`src/hdl/fpvc_sqrt.sv`:
```
`default_nettype none
module fpvc_sqrt (
  input  logic        clk_i,
  input  logic        rst_ni,
  input  logic        start_i,
  input  logic [63:0] x_i,
  output logic [31:0] root_o,
  output logic        done_o
);

  logic        busy_q, done_q;
  logic [4:0]  cnt_q;
  logic [63:0] x_q, r_q, bit_q;
  logic [63:0] trial;

  assign trial  = r_q + bit_q;
  assign root_o = r_q[31:0];
  assign done_o = done_q;

  // One result bit per cycle.
  always_ff @(posedge clk_i or negedge rst_ni) begin
    if (!rst_ni) begin
      busy_q <= 1'b0;
      done_q <= 1'b0;
      cnt_q  <= '0;
      x_q    <= '0;
      r_q    <= '0;
      bit_q  <= '0;
    end else begin
      done_q <= 1'b0;
      if (start_i) begin
        busy_q <= 1'b1;
        cnt_q  <= 5'd31;
        x_q    <= x_i;
        r_q    <= '0;
        bit_q  <= 64'd1 << 62;
      end else if (busy_q) begin
        if (x_q >= trial) begin
          x_q <= x_q - trial;
          r_q <= (r_q >> 1) + bit_q;
        end else begin
          r_q <= r_q >> 1;
        end
        bit_q <= bit_q >> 2;
        if (cnt_q == 5'd0) begin
          busy_q <= 1'b0;
          done_q <= 1'b1;
        end else begin
          cnt_q <= cnt_q - 5'd1;
        end
      end
    end
  end

endmodule
`default_nettype wire

```
`config.mk`:
```
export PLATFORM = sky130hd
export DESIGN_NAME = fpvc_sqrt
export DESIGN_NICKNAME = d
export VERILOG_FILES = /design/src/hdl/fpvc_sqrt.sv
export SDC_FILE = /design/constraint.sdc
export NUM_CORES = 1
export LEC_CHECK = 0
export BUFFER_PORTS_ARGS = -buffer_cell sky130_fd_sc_hd__buf_2
export CAP_MARGIN = 20
export CORE_ASPECT_RATIO = 0.75
export CORE_MARGIN = 2
export CORE_UTILIZATION = 40
export CTS_BUF_LIST = sky130_fd_sc_hd__clkbuf_4 sky130_fd_sc_hd__clkbuf_8
export CTS_CLUSTER_DIAMETER = 80
export DETAILED_ROUTE_END_ITERATION = 8
export GPL_TIMING_DRIVEN = 0
export PLACE_DENSITY_LB_ADDON = 0.1
export SYNTH_ARGS = -nofsm -noshare
export SYNTH_HDL_FRONTEND = slang
export SYNTH_SLANG_ARGS = --single-unit
```
`constraint.sdc`:
```
create_clock -name clk_i -period 6.2 [get_ports clk_i]
set_input_delay 1.24 -clock clk_i [delete_from_list [all_inputs] [get_ports clk_i]]
set_output_delay 1.24 -clock clk_i [all_outputs]
set_load 0.02 [all_outputs]
```
==> run_results.csv <==
group,metric,value,unit
logic_synthesis,synth_enable_flop_cells,0,
routing,drcViolationCount,0,
power_and_ir_drop,power.density,481,mW/mm2
placement,dp_hpwl,50700,um
logic_synthesis,ys_types,95,
floorplan,num_rows,64,
sta,worst_pin_slew,1.11,ns
floorplan,core,0.0408,mm2
critical_path,crit_buf_inv,3,
sta,final.setup.worst_slack,0.259,ns
cells_and_area,n_antenna_cell,0,
critical_path,path_cells,"ha_2, nand2_1, or4_4, o221ai_2, a31oi_4, a2111oi_4, o41ai_4, o21bai_4, a21oi_2, o21bai_2, xnor2_1, ha_2, nand4_1, or2_2, o22ai_2, nor3_2, buf_4, a221oi_2, buf_6, buf_4, nor2_1, a311oi_1, a21oi_1, a21oi_1",
flow_run,max-cap-violations,0,
logic_synthesis,synth_seq_area_share,0.252,
critical_path,start_kind,"register",
cells_and_area,finalNetCount,2446,
cells_and_area,multi_input_area,0.0116,mm2
critical_path,cp.required,6.69,ns
cells_and_area,fin_cells,2787,
routing,first_pass_iters,5,
worst_hold_path,worstHoldPathType,"register to register",
logic_synthesis,async_flop_share,1.00,
clock_tree,clockRootBuffer,"clkbuf_8",
critical_path,critPathSlowestCell,"or4_4",
floorplan,pin_count,100,
sta,fin_crit_sh,0.958,
logic_synthesis,syn_nets,2321,
logic_synthesis,ys_seq_elements,167,
sta,max_slew_margin,0.261,
critical_path,startpoint,"bit_q[20]",
global_route,grt_pass1_wl,97000,um
cells_and_area,register_area,0.00418,mm2
global_route,antenna_found_initial,0,
logic_synthesis,netlist_area,0.0166,mm2
sta,rsz0062_at_grt,"no",
cells_and_area,layout-drive-gt1-share,0.142,
critical_path,endpoint_kind,"register",
logic_synthesis,synth_area_leader_cell,"dfrtp_1",
sta,fin_crit,5.94,ns
global_route,grt.overflow.total,0,
routing,ant_nets,0,
sta,fmax,0.168,GHz
critical_path,r2r_slack,0.26,ns
power_and_ir_drop,p_leak,8.07,nW
sta,clock_skew,0.0268,ns
placement,dp_slack,-0.734,ns
clock_tree,clk_pin_slew,0.12,ns
critical_path,max_stage_delay,0.54,ns
global_route,track_usage,0.297,
sta,hold_viol_final,0,
logic_synthesis,ys_warn_count,0,
critical_path,r2r_start,"bit_q[20]",
logic_synthesis,synth_top_area_frac,0.252,
clock_tree,numCtsBuffers,17,
floorplan,die_w,239,um
clock_tree,clkSinkCount,167,
sta,report.final.slew_viol_count,0,
clock_tree,clk_latency,0.57,ns
clock_tree,cts_buffer_depth,2,
cells_and_area,syn2layout_area_growth,11.7,%
placement,port_buffers,99,
placement,place_congestion,0.974,
floorplan,start_util,0.406,
global_route,grt_max_degree,94,
routing,routedWlPerCell,23.2,um
status,status,"completed",
routing,via_per_inst,6.13,
logic_synthesis,synth_commonest_cells,"nor2_1, nand2_1, a21oi_1",
routing,dr_total_vias,17090,
clock_tree,cts_tree,"done",
placement,dp.cells,2749,
clock_tree,cts_max_level,4,
logic_synthesis,synthFlopType,"dfrtp_1",
critical_path,crit_arrival,6.43,ns
worst_hold_path,holdCritStartpoint,"cnt_q[4]",
global_route,grt_pass1_vias,15560,
routing,wirelength,64600,um
sta,finalSetupViolCount,0,
critical_path,path_max_fanout,10,
power_and_ir_drop,ir_drop,0.000207,V
logic_synthesis,netlist_top_cells_area,"dfrtp_1, ha_1, a21oi_1, nor2_1, nand2_1",
critical_path,crit_family,"compound AO/OA/AOI/OAI gates",
critical_path,critPathKind,"register to register",
logic_synthesis,synthCells,2121,
logic_synthesis,syn_area_per_cell,7.82,um2
cells_and_area,fill_cells,4200,
routing,drt_iter0_markers,2051,
logic_synthesis,yosys.cell_count.top_type,"nor2_1",
placement,post_dp_cell_area,0.0178,mm2
cells_and_area,post-route-cell-area,0.0185,mm2
floorplan,dieArea,0.0431,mm2
floorplan,die_height,180,um
==> flip-flops by register name, indices dropped and copies added (netlist names) <==
signal and cells:
bit_q 32, busy_q 1, cnt_q 5, done_o 1
r_q 64, x_q 64
==> final cells by class <==
class | count | area share
Multi-Input combinational cell | 1743 | 0.628
Sequential cell | 167 | 0.226
Buffer | 157 | 0.0435
Tap cell | 528 | 0.0356
Timing Repair Buffer | 112 | 0.0350
Clock buffer | 18 | 0.0130
Inverter | 48 | 0.00972
Clock inverter | 14 | 0.00965
==> cell usage in the layout, fill, tap and decap left out, drive strengths merged, types with 73 or more instances in the layout <==
master,n
nor2,220
xnor2,76
dfrtp,167
ha,132
nand2,219
buf,178
a21oi,214
clkbuf,109
o21ai,164
xor2,73
==> timing repair <==
item	4_1_cts	5_1_grt
hold buffers	0	0
setup endpoints to repair	127	128
buffers inserted	6	6
pin swaps	3	5
gates resized for setup	27	36
cloned	0	0
==> routing by layer <==
| metal | vias to the layer above | track usage | routed length, um |
|---|---|---|---|
| li1 | 8010 | - | - |
| met4 | 0 | 0.0698 | 1430 |
| met2 | 747 | 0.408 | 25500 |
| met3 | 69 | 0.0417 | 5510 |
| met1 | 8264 | 0.477 | 32200 |
| met5 | - | 0 | 0 |
==> through the flow <==
stage | util | total power (W) | TNS [ns] | hold slack [ns]
6_report | 0.454 | 0.00891 | 0 | 0.538
5_1_grt | 0.454 | 0.00956 | 0 | 0.570
4_1_cts | 0.450 | 0.00871 | 0 | 0.543
3_5_place_dp | 0.436 | 0.00758 | -55.46 | 0.512
3_3_place_gp | 0.435 | 0.00754 | -47.91 | 0.500
2_1_floorplan | - | 0.00579 | 0 | 0.481
==> logic make-up (layout without fill, tap and decap cells) <==
family | Yosys count | in the layout | synth area share
xor gates and xnor gates | 149 | 149 | 0.0786
muxes | 48 | 48 | 0.0293
AOI/OAI and AO/OA | 719 | 719 | 0.285
and+or+nand+nor | 694 | 694 | 0.197
adders and majority gates | 133 | 133 | 0.101
DFF | 167 | 167 | 0.252
buffers and inverters | 211 | 349 | 0.0580
==> final timing paths <==
check	to	depth (start not counted)
max	x_q[59]	24
min	cnt_q[4]	2
max reg2reg	x_q[59]	24
min reg2reg	cnt_q[4]	2
max in group asynchronous	cnt_q[1]	2
min in group asynchronous	x_q[11]	1
==> worst min-delay path, stage by stage, from the launching register on <==
cell,delay (ns)
dfrtp_1,0.37
xnor2_1,0.07
nand2_1,0.06
==> where the power goes <==
part	leakage (nW)	total [W]	switching (W)	internal [W]
combinational	5.71	0.00632	0.00400	0.00232
sequential	2.15	0.00168	0.000304	0.00137
clock	0.212	0.000909	0.000528	0.000381
Note: power is estimated with default switching activity, not from simulation.
